File: config.mk
export PLATFORM = sky130hd
export DESIGN_NAME = ordered_value_list
export DESIGN_NICKNAME = d
export VERILOG_FILES = /design/src/rtl/ovl_pkg.sv /design/src/rtl/ovl_cell.sv /design/src/rtl/ordered_value_list.sv
export SDC_FILE = /design/constraint.sdc
export NUM_CORES = 1
export LEC_CHECK = 0
export ABC_AREA = 0
export BUFFER_PORTS_ARGS = -buffer_cell sky130_fd_sc_hd__buf_2
export CAP_MARGIN = 20
export CORE_AREA = 2 2 265 267
export DETAILED_ROUTE_END_ITERATION = 6
export DIE_AREA = 0 0 267 269
export MAX_ROUTING_LAYER = met4
export PLACE_DENSITY_LB_ADDON = 0.1
export SETUP_SLACK_MARGIN = 0.1
export SYNTH_ARGS = -nofsm -noshare
export SYNTH_HDL_FRONTEND = slang
export SYNTH_SLANG_ARGS = --single-unit
File: constraint.sdc
create_clock -name clk -period 4.2 [get_ports clk]
set_input_delay 0.21 -clock clk [delete_from_list [all_inputs] [get_ports clk]]
set_output_delay 0.21 -clock clk [all_outputs]
set_load 0.02 [all_outputs]
File: src/rtl/ovl_pkg.sv
// Package for the ordered value list: action codes, transaction types, cell control.
package ovl_pkg;

	localparam int OVL_CAPACITY = 16;
	localparam int VALUE_W      = 32;
	localparam int COUNT_OUT_W  = 5;

	typedef enum logic [1:0] {
		ACT_HEAD   = 2'd0,
		ACT_TAIL   = 2'd1,
		ACT_REMOVE = 2'd2,
		ACT_SEARCH = 2'd3
	} action_t;

	typedef struct packed {
		action_t                    action;
		logic signed [VALUE_W-1:0]  item_value;
	} cmd_t;

	typedef struct packed {
		logic                          found;
		logic                          is_empty;
		logic signed [VALUE_W-1:0]     head_value;
		logic [COUNT_OUT_W-1:0]        entry_count;
		logic                          status;
	} result_t;

	typedef struct packed {
		logic ins_head;
		logic ins_tail;
		logic remove;
	} cell_ctl_t;

endpackage

File: src/rtl/ovl_cell.sv
// One list cell: holds an entry, registers its match, shifts toward head or tail.
module ovl_cell import ovl_pkg::*; (
	input  logic                      clk,
	input  cell_ctl_t                 ctl,
	input  logic signed [VALUE_W-1:0] value,
	input  logic                      valid,
	input  logic                      at_tail,
	input  logic signed [VALUE_W-1:0] left_data,
	input  logic signed [VALUE_W-1:0] right_data,
	input  logic                      hit_in,
	output logic signed [VALUE_W-1:0] data,
	output logic                      hit_out
);

	logic signed [VALUE_W-1:0] data_q;
	logic                      match_q;

	always_ff @(posedge clk) begin
		match_q <= valid && (data_q == value);
	end

	assign hit_out = hit_in | match_q;

	always_ff @(posedge clk) begin
		if (ctl.ins_head) begin
			data_q <= left_data;
		end else if (ctl.ins_tail && at_tail) begin
			data_q <= value;
		end else if (ctl.remove && hit_out) begin
			data_q <= right_data;
		end
	end

	assign data = data_q;

endmodule

File: src/rtl/ordered_value_list.sv
// Top level of the ordered value list: control, count and a row of list cells.
// Each transaction keeps busy high through the compare state, in which every cell
// registers whether its entry equals the value, then the update state, in which the first
// match is found along the cell row and all cells shift or load at once. The result
// is shown with done in the cycle after that, the same cycle in which the next
// transaction may be started; a new one is taken only once the last is through. The
// result cannot be held off; it is valid only while done is high.
module ordered_value_list import ovl_pkg::*; #(
	parameter int CAPACITY = OVL_CAPACITY
) (
	input  logic    clk,
	input  logic    arst_n,
	input  logic    start,
	input  cmd_t    cmd,
	output logic    busy,
	output logic    done,
	output result_t result
);

	localparam int CW = $clog2(CAPACITY + 1);

	typedef enum logic [2:0] {
		ST_IDLE = 3'b001,
		ST_CMP  = 3'b010,
		ST_UPD  = 3'b100
	} state_t;

	state_t                    state_q;
	logic [CW-1:0]             count_q;
	action_t                   act_s1;
	logic signed [VALUE_W-1:0] value_s1;
	logic                      found_q;
	logic                      status_q;
	logic                      done_q;

	logic                      full;
	logic                      is_ins;
	logic                      is_lookup;
	logic                      hit_last;
	cell_ctl_t                 ctl;

	logic signed [VALUE_W-1:0] cell_data [CAPACITY];
	logic                      hit_chain [CAPACITY+1];

	assign busy      = (state_q != ST_IDLE);
	assign full      = (count_q == CW'(CAPACITY));
	assign is_ins    = (act_s1 == ACT_HEAD) || (act_s1 == ACT_TAIL);
	assign is_lookup = !is_ins;
	assign hit_last  = hit_chain[CAPACITY];

	always_comb begin
		ctl.ins_head = (state_q == ST_UPD) && (act_s1 == ACT_HEAD) && !full;
		ctl.ins_tail = (state_q == ST_UPD) && (act_s1 == ACT_TAIL) && !full;
		ctl.remove   = (state_q == ST_UPD) && (act_s1 == ACT_REMOVE);
	end

	always_ff @(posedge clk or negedge arst_n) begin
		if (!arst_n) begin
			state_q  <= ST_IDLE;
			count_q  <= '0;
			done_q   <= 1'b0;
			found_q  <= 1'b0;
			status_q <= 1'b0;
		end else begin
			done_q <= (state_q == ST_UPD);
			case (state_q)
				ST_IDLE: begin
					if (start) begin
						state_q <= ST_CMP;
					end
				end
				ST_CMP: begin
					state_q <= ST_UPD;
				end
				ST_UPD: begin
					state_q  <= ST_IDLE;
					found_q  <= is_lookup && hit_last;
					status_q <= is_ins && full;
					if (is_ins && !full) begin
						count_q <= count_q + CW'(1);
					end else if ((act_s1 == ACT_REMOVE) && hit_last) begin
						count_q <= count_q - CW'(1);
					end
				end
				default: begin
					state_q <= ST_IDLE;
				end
			endcase
		end
	end

	always_ff @(posedge clk) begin
		if (start && !busy) begin
			act_s1   <= cmd.action;
			value_s1 <= cmd.item_value;
		end
	end

	assign hit_chain[0] = 1'b0;

	for (genvar g = 0; g < CAPACITY; g++) begin : g_cell
		logic signed [VALUE_W-1:0] left_d;
		logic signed [VALUE_W-1:0] right_d;

		if (g == 0) begin : g_first
			assign left_d = value_s1;
		end else begin : g_mid
			assign left_d = cell_data[g-1];
		end

		if (g == CAPACITY - 1) begin : g_last
			assign right_d = cell_data[g];
		end else begin : g_inner
			assign right_d = cell_data[g+1];
		end

		ovl_cell u_cell (
			.clk        (clk),
			.ctl        (ctl),
			.value      (value_s1),
			.valid      (count_q > CW'(g)),
			.at_tail    (count_q == CW'(g)),
			.left_data  (left_d),
			.right_data (right_d),
			.hit_in     (hit_chain[g]),
			.data       (cell_data[g]),
			.hit_out    (hit_chain[g+1])
		);
	end

	assign done = done_q;

	always_comb begin
		result.found       = found_q;
		result.is_empty    = (count_q == '0);
		result.head_value  = (count_q == '0) ? '0 : cell_data[0];
		result.entry_count = COUNT_OUT_W'(count_q);
		result.status      = status_q;
	end

`ifndef NO_ASSERTIONS
	a_count_bound: assert property (@(posedge clk) disable iff (!arst_n)
		count_q <= CW'(CAPACITY))
		else $error("entry count above capacity");

	a_done_after_upd: assert property (@(posedge clk) disable iff (!arst_n)
		done |-> $past(state_q == ST_UPD))
		else $error("done without an update cycle");

	a_count_only_upd: assert property (@(posedge clk) disable iff (!arst_n)
		!$stable(count_q) |-> $past(state_q == ST_UPD))
		else $error("count changed outside an update cycle");

	a_found_status: assert property (@(posedge clk) disable iff (!arst_n)
		done |-> !(result.found && result.status))
		else $error("found and full status together");
`endif

endmodule

; ---- After elaboration in Yosys (flattened, before gate mapping)
; Index checks and enable logic that the tools add are counted.
[word_totals]
register_bits = 573
latchBits = 0
ramBits = 0
mem_bits_ro = 0
inputBits = 37
output_inout_bits = 42
elab_cells = 244
mem_count = 0
[op_classes]
n_addsub = 2
multipliers = 0
n_div = 0
n_lt_le_gt_ge = 16
n_eq_ne = 39
n_shift = 0
n_mux = 52
n_bitwise = 15
reduce_logical = 81
[ops]
columns = op, count
row1 = $mux 32, 48
row2 = $eq 32x32->1, 16
row3 = $logic_and 1x1->1, 57
row4 = $reduce_bool 3->1, 15
row5 = $eq 5x4->1 const B, 8
row6 = $gt 5x4->1 const B, 8
row7 = $eq 5x3->1 const B, 4
row8 = $gt 5x3->1 const B, 4
row9 = $or 1x1->1, 15
row10 = $eq 5x2->1 const B, 2
row11 = $gt 5x1->1 const B, 2
row12 = $gt 5x2->1 const B, 2
row13 = $mux 5, 2
row14 = $pmux 3 s2, 1
row15 = $add 5x1->5 const B, 1
row16 = $eq 5x1->1 const B, 1
row17 = $eq 5x5->1 const B, 1
row18 = $logic_not 5->1, 1
row19 = $sub 5x1->5 const B, 1
row20 = $reduce_bool 2->1, 2
row21 = $eq 3x1->1 const B, 1
row22 = $eq 3x2->1 const B, 1
row23 = $eq 3x3->1 const B, 1
row24 = $logic_not 1->1, 3
row25 = 8 further kinds, 8

; ---- Longest topological paths before layout
[depth]
depth_word = 18
mapped_depth = 11
ltp_nobuf = 6

; ---- Hierarchy
; A second synthesis with hierarchy kept.
[unflattened]
cells_unflattened = 3163
area_unflattened_um2 = 34289.1
[modules_own_cells]
columns = module, instances, cells_each, area_each_um2, seq_area_each_um2
row1 = ovl_cell, 16, 186, 2009.4, 980.9
row2 = ordered_value_list, 1, 187, 2138.3, 1297.5

; ---- Least setup slack after synthesis
; No wires, ideal clock.
[synth_path]
path_kind = reg-to-reg
from = reg count_q[0]
to = reg g_cell[15].u_cell.data_q[0] (enable)
setup_ps = 432
t_arrival_ps = 3316
t_required_ps = 3768
path_slack_ps = 452
stages_incl_launch_ff = 7
n_path_buf = 1
period_less_slack_ps = 3748
path_cell_list = dfrtp_1 -> clkbuf_1 -> inv_1 -> ha_1 -> and4bb_2 -> or3_4 -> a21oi_1
[synth_via]
elab_chain_cells = 5
elab_cells_between_ends = 7
classes_between = 2 x eq/ne / 5 x reduce/logical
[synth_lines]
columns = element, line
row1 = from (decl), ordered_value_list.sv:29  ; logic [CW-1:0] count_q;
row2 = from (signal assigned), ordered_value_list.sv:80  ; count_q <= count_q + CW'(1);
row3 = from (signal assigned), ordered_value_list.sv:82  ; count_q <= count_q - CW'(1);
row4 = $eq 5x5->1, ordered_value_list.sv:46  ; assign full = (count_q == CW'(CAPACITY));
row5 = $logic_not 1->1, "ordered_value_list.sv:52, ordered_value_list.sv:53"
row6 = $logic_and 1x1->1, ordered_value_list.sv:53  ; ctl.ins_tail = (state_q == ST_UPD) && (act_s1 == ACT_TAIL) && !full;
row7 = $logic_and 1x1->1, ovl_cell.sv:27  ; end else if (ctl.ins_tail && at_tail) begin
row8 = $reduce_bool 2->1 (no source line) *, n/a
row9 = to (signal assigned), ovl_cell.sv:26  ; data_q <= left_data;
row10 = to (signal assigned), ovl_cell.sv:28  ; data_q <= value;
row11 = to (signal assigned), ovl_cell.sv:30  ; data_q <= right_data;
row12 = to (decl), ovl_cell.sv:15  ; logic signed [VALUE_W-1:0] data_q;
; Mark *: on every way between the ends. The rest lies on a longest branch, timed or not.
; A chain may end at the register's enable or synchronous reset.

; ---- Final worst setup path
[layout_path]
from = reg count_q[1]
to = reg g_cell[0].u_cell.data_q[3] (enable)
[layout_via]
elab_chain_cells = 5
elab_cells_between_ends = 7
classes_between = 1 x eq/ne / 6 x reduce/logical
[layout_lines]
columns = element, line
row1 = $eq 5x5->1, ordered_value_list.sv:46
row2 = $logic_not 1->1, "ordered_value_list.sv:52, ordered_value_list.sv:53"
row3 = $logic_and 1x1->1, ordered_value_list.sv:53
row4 = $logic_and 1x1->1, ovl_cell.sv:27
row5 = $reduce_bool 3->1 (no source line) *, n/a
row6 = to (signal assigned), ovl_cell.sv:26
row7 = to (signal assigned), ovl_cell.sv:28
row8 = to (signal assigned), ovl_cell.sv:30
row9 = to (decl), ovl_cell.sv:15
; Marked as above.

==> metrics.log <==
INFO  metric run_status = finished clean
INFO  metric totalPowerFinal = 15610 uW
INFO  metric maximum_buffer_depth_of_the_clock_tree = 3
INFO  metric start_util = 0.4937
INFO  metric max_slew_violation_count = 0
INFO  metric skew = 27.91 ps
INFO  metric clock_sinks = 573
INFO  metric dominantRegCellSynth = sky130_fd_sc_hd__edfxtp_1
INFO  metric number_of_enable_type_register_cells_in_the_synthesized_netlist = 546
INFO  metric netlist_top_cells_area = sky130_fd_sc_hd__edfxtp_1 48%, sky130_fd_sc_hd__mux2i_1 13%, sky130_fd_sc_hd__xor2_1 11%
INFO  metric endpoint_kind = flop
INFO  metric layout_worst_path_cycle_share = 0.7414
INFO  metric detail_route.vias_per_cell = 6.103
INFO  metric port-buffer-count = 78
INFO  metric drt_iter0_drc = 2905
INFO  metric final.setup.tns = 0 ps
INFO  metric die_w = 267 um
INFO  metric die_height = 269 um
INFO  metric dp_hpwl = 83130 um
INFO  metric required = 4450 ps
INFO  metric placementRows = 97
INFO  metric critical_path.max_fanout = 33
INFO  metric drt_wl_total = 116600 um
INFO  metric grt_antenna_before_repair = 2
INFO  metric power.density_cell_area = 410.3 nW/um2
INFO  metric static-leakage-power = 0.01544 uW
INFO  metric cp.arrival = 3370 ps
INFO  metric syn-num-nets = 3192
INFO  metric drt-wirelength-per-cell = 28.20 um
INFO  metric grt_start_max_net_pins = 154
INFO  metric timing_worst_setup_path_type = flop to flop
INFO  metric die_area = 71820 um2
INFO  metric drt.antenna.violating_nets = 0
INFO  metric max_clock_freq = 321.1 MHz
INFO  metric grt_setup_unrepaired = no
INFO  metric drtPass1Iterations = 5
INFO  metric slew_headroom = 0.2477
INFO  metric ys_async_sr_fraction = 0.01920
INFO  metric worst_r2r_startpoint = count_q[1]$_DFFE_PN0P_
INFO  metric tritoncts_clock_tree = done
INFO  metric clk_root_buffer_cell = sky130_fd_sc_hd__clkbuf_16
INFO  metric yosys_register_bits = 573
INFO  metric worstHoldPathType = primary input to async pin
INFO  metric htreeDepth = 3
INFO  metric clock_period_minus_worst_slack = 3114 ps
INFO  metric setup_viol_count_final = 0
INFO  metric drt_drc_violations_left = 0
INFO  metric area_delta_synth_final = 11.17%
INFO  metric worst_skew_pair.late_latency = 610 ps
INFO  metric synth.distinct_cells = 59
INFO  metric count_of_vias_placed_by_the_detailed_router = 25240
INFO  metric core_region_area = 69300 um2
INFO  metric design.portCount = 79
INFO  metric worstMarginPinSlew = 1128 ps
INFO  metric share_of_cells_above_drive_strength_1 = 0.1164
INFO  metric finalWeightedCongestion = 0.9583
INFO  metric cts_buffers = 68
INFO  metric grt.total_usage = 0.3330
INFO  metric ys.warnings.count = 0
INFO  metric final_stage_net_count = 3185
INFO  metric synth_area_per_cell = 10.86 um2
INFO  metric startpoint_type = flop
INFO  metric grt_first_pass_wirelength = 170000 um
INFO  metric final-hold-violation-count = 0
INFO  metric post-synth-top-area-fraction = 0.4792
INFO  metric postCtsSetupRepairBufs = 0
INFO  metric maxCapViolCount = 0
INFO  metric synth.cell_area = 34220 um2
INFO  metric ys_seq_area_frac = 0.4966
INFO  metric globalRouteOverflowTotal = 0
INFO  metric ir_drop = 0.2969 mV
INFO  metric startpoint = count_q[1]$_DFFE_PN0P_
INFO  metric clk_transition_reported_paths = 60 ps
INFO  metric post-synth-top-area-cell = sky130_fd_sc_hd__edfxtp_1
INFO  metric grt_pass1_vias = 25270
INFO  metric netlist_instances = 3150
==> cell families (layout without fill, tap and decap cells) <==
group                    after synthesis  in the layout  synth area share
other                                  0              1                 0
AO/OA/AOI/OAI                        498            498           0.07548
XOR/XNOR                             515            515            0.1318
AND/OR/NAND/NOR                      739            739            0.1024
adder cells (fa/ha/maj)                5              5          0.001828
flip-flops                           573            573            0.4966
buffers and inverters                308            353           0.03978
multiplexers                         512            512            0.1521
==> registers in the layout, indices dropped and copies added (netlist names) <==
name	flops
g_cell.left_d	32
act_s1	2
g_cell.u_cell.data	512
state_q	3
status_q	1
done	1
count_q	5
g_cell.u_cell.match_q	16
found_q	1
==> critical path, stage by stage, from the launching register on <==
cell and delay (ps):
sky130_fd_sc_hd__dfrtp_1 610, sky130_fd_sc_hd__inv_1 150, sky130_fd_sc_hd__ha_1 250, sky130_fd_sc_hd__and4bb_2 290, sky130_fd_sc_hd__or3_4 380, sky130_fd_sc_hd__a21oi_4 110, sky130_fd_sc_hd__buf_4 420, sky130_fd_sc_hd__a21o_1 130
sky130_fd_sc_hd__buf_4 380
==> placed cells by master (no fill, tap or decap), types with 4 or more instances in the layout <==
| cell type | instances |
|---|---|
| sky130_fd_sc_hd__edfxtp_1 | 546 |
| sky130_fd_sc_hd__nand2_1 | 461 |
| sky130_fd_sc_hd__mux2i_1 | 448 |
| sky130_fd_sc_hd__xor2_1 | 448 |
| sky130_fd_sc_hd__o21ai_0 | 412 |
| sky130_fd_sc_hd__nor4_1 | 123 |
| sky130_fd_sc_hd__buf_4 | 92 |
| sky130_fd_sc_hd__buf_2 | 78 |
| sky130_fd_sc_hd__clkbuf_16 | 71 |
| sky130_fd_sc_hd__xnor2_1 | 67 |
| sky130_fd_sc_hd__mux2_2 | 63 |
| sky130_fd_sc_hd__o21ai_1 | 51 |
| sky130_fd_sc_hd__nand4_1 | 37 |
| sky130_fd_sc_hd__nor2b_1 | 36 |
| sky130_fd_sc_hd__dlygate4sd3_1 | 36 |
| sky130_fd_sc_hd__nand3_1 | 24 |
| sky130_fd_sc_hd__dfxtp_1 | 16 |
| sky130_fd_sc_hd__buf_12 | 14 |
| sky130_fd_sc_hd__nor3_1 | 12 |
| sky130_fd_sc_hd__clkinv_2 | 12 |
| sky130_fd_sc_hd__clkinv_1 | 12 |
| sky130_fd_sc_hd__nor2_1 | 11 |
| sky130_fd_sc_hd__clkbuf_1 | 11 |
| sky130_fd_sc_hd__nand4_2 | 10 |
| sky130_fd_sc_hd__dfrtp_1 | 10 |
| sky130_fd_sc_hd__inv_1 | 8 |
| sky130_fd_sc_hd__o31ai_1 | 7 |
| sky130_fd_sc_hd__o211ai_1 | 7 |
| sky130_fd_sc_hd__a21oi_1 | 6 |
| sky130_fd_sc_hd__clkinvlp_4 | 6 |
| sky130_fd_sc_hd__bufinv_16 | 6 |
| sky130_fd_sc_hd__ha_1 | 5 |
| sky130_fd_sc_hd__nand2b_1 | 4 |
==> cells in the mapped netlist (all sizes together) (4+ instances only) <==
library cell	number
edfxtp	546
nand2b	4
buf	137
xor2	448
mux2	64
nand4	47
nor3	12
nor2b	36
inv	9
a21oi	8
clkbuf	162
o211ai	7
dfrtp	10
xnor2	67
mux2i	448
dfxtp	16
ha	5
o31ai	7
nor2	13
nand2	461
o21ai	463
nand3	24
nor4	124
==> path summary, 6_finish.rpt <==
| path | endpoint | slack (ps) | depth (start not counted) |
|---|---|---|---|
| setup reg to reg | g_cell[0].u_cell.data[3]$_DFFE_PP_ | 1090 | 8 |
| hold reg to reg | state_q[2]$_DFFE_PN0P_ | 480 | 1 |
| max in group asynchronous | state_q[0]$_DFFE_PN1P_ | 3880 | 2 |
| min in group clk | g_cell[0].left_d[15]$_DFFE_PP_ | 310 | 2 |
| hold / removal | status_q$_DFFE_PN0P_ | 40 | 2 |
| setup / recovery | g_cell[0].u_cell.data[3]$_DFFE_PP_ | 1090 | 8 |
==> metrics by stage <==
step | setup WS, ps | hold slack (ps) | util | instances | cell area, um2
after floorplan | 452.3 | -85.59 | - | 3150 | 34220
after global placement | 1021 | 105.5 | 0.5116 | 3975 | 35460
after detailed placement | 1034 | 105.7 | 0.5116 | 3975 | 35460
after CTS | 668.9 | 10.57 | 0.5485 | 4133 | 38010
after global routing | 933.4 | 57.50 | 0.5489 | 4136 | 38040
final | 1086 | 36.35 | 0.5489 | 4136 | 38040
==> repair_timing <==
action | 4_1_cts | 5_1_grt
endpoints found under the hold margin | 46 | 0
setup endpoints to repair | 0 | 0
hold buffers | 36 | 0
gates resized for setup | 0 | 0
==> layer usage <==
metal  global-route usage  up-vias  part of all wire
met5                    -        -                 0
met4               0.1436        0             0.048
met3              0.05205      298             0.074
met2               0.5341     1107              0.47
met1               0.4204    12590              0.40
li1                     -    11250                 -
==> power by group <==
| part | leakage [uW] | switching [uW] | internal [uW] |
|---|---|---|---|
| Sequential | 0.00519 | 402 | 6460 |
| Combinational | 0.00918 | 1820 | 949 |
| Clock | 0.00106 | 2480 | 3490 |
==> final cells by class <==
type,instances,area [um2]
fill,6126,31260
sequential,573,16990
multi-input combinational,2269,15890
clock buffer,84,1846
timing repair buffer,222,1748
tap,940,1176
clock inverter,38,347.8
inverter,9,33.78
antenna,1,2.502
Power figures use the tool's default switching activity.
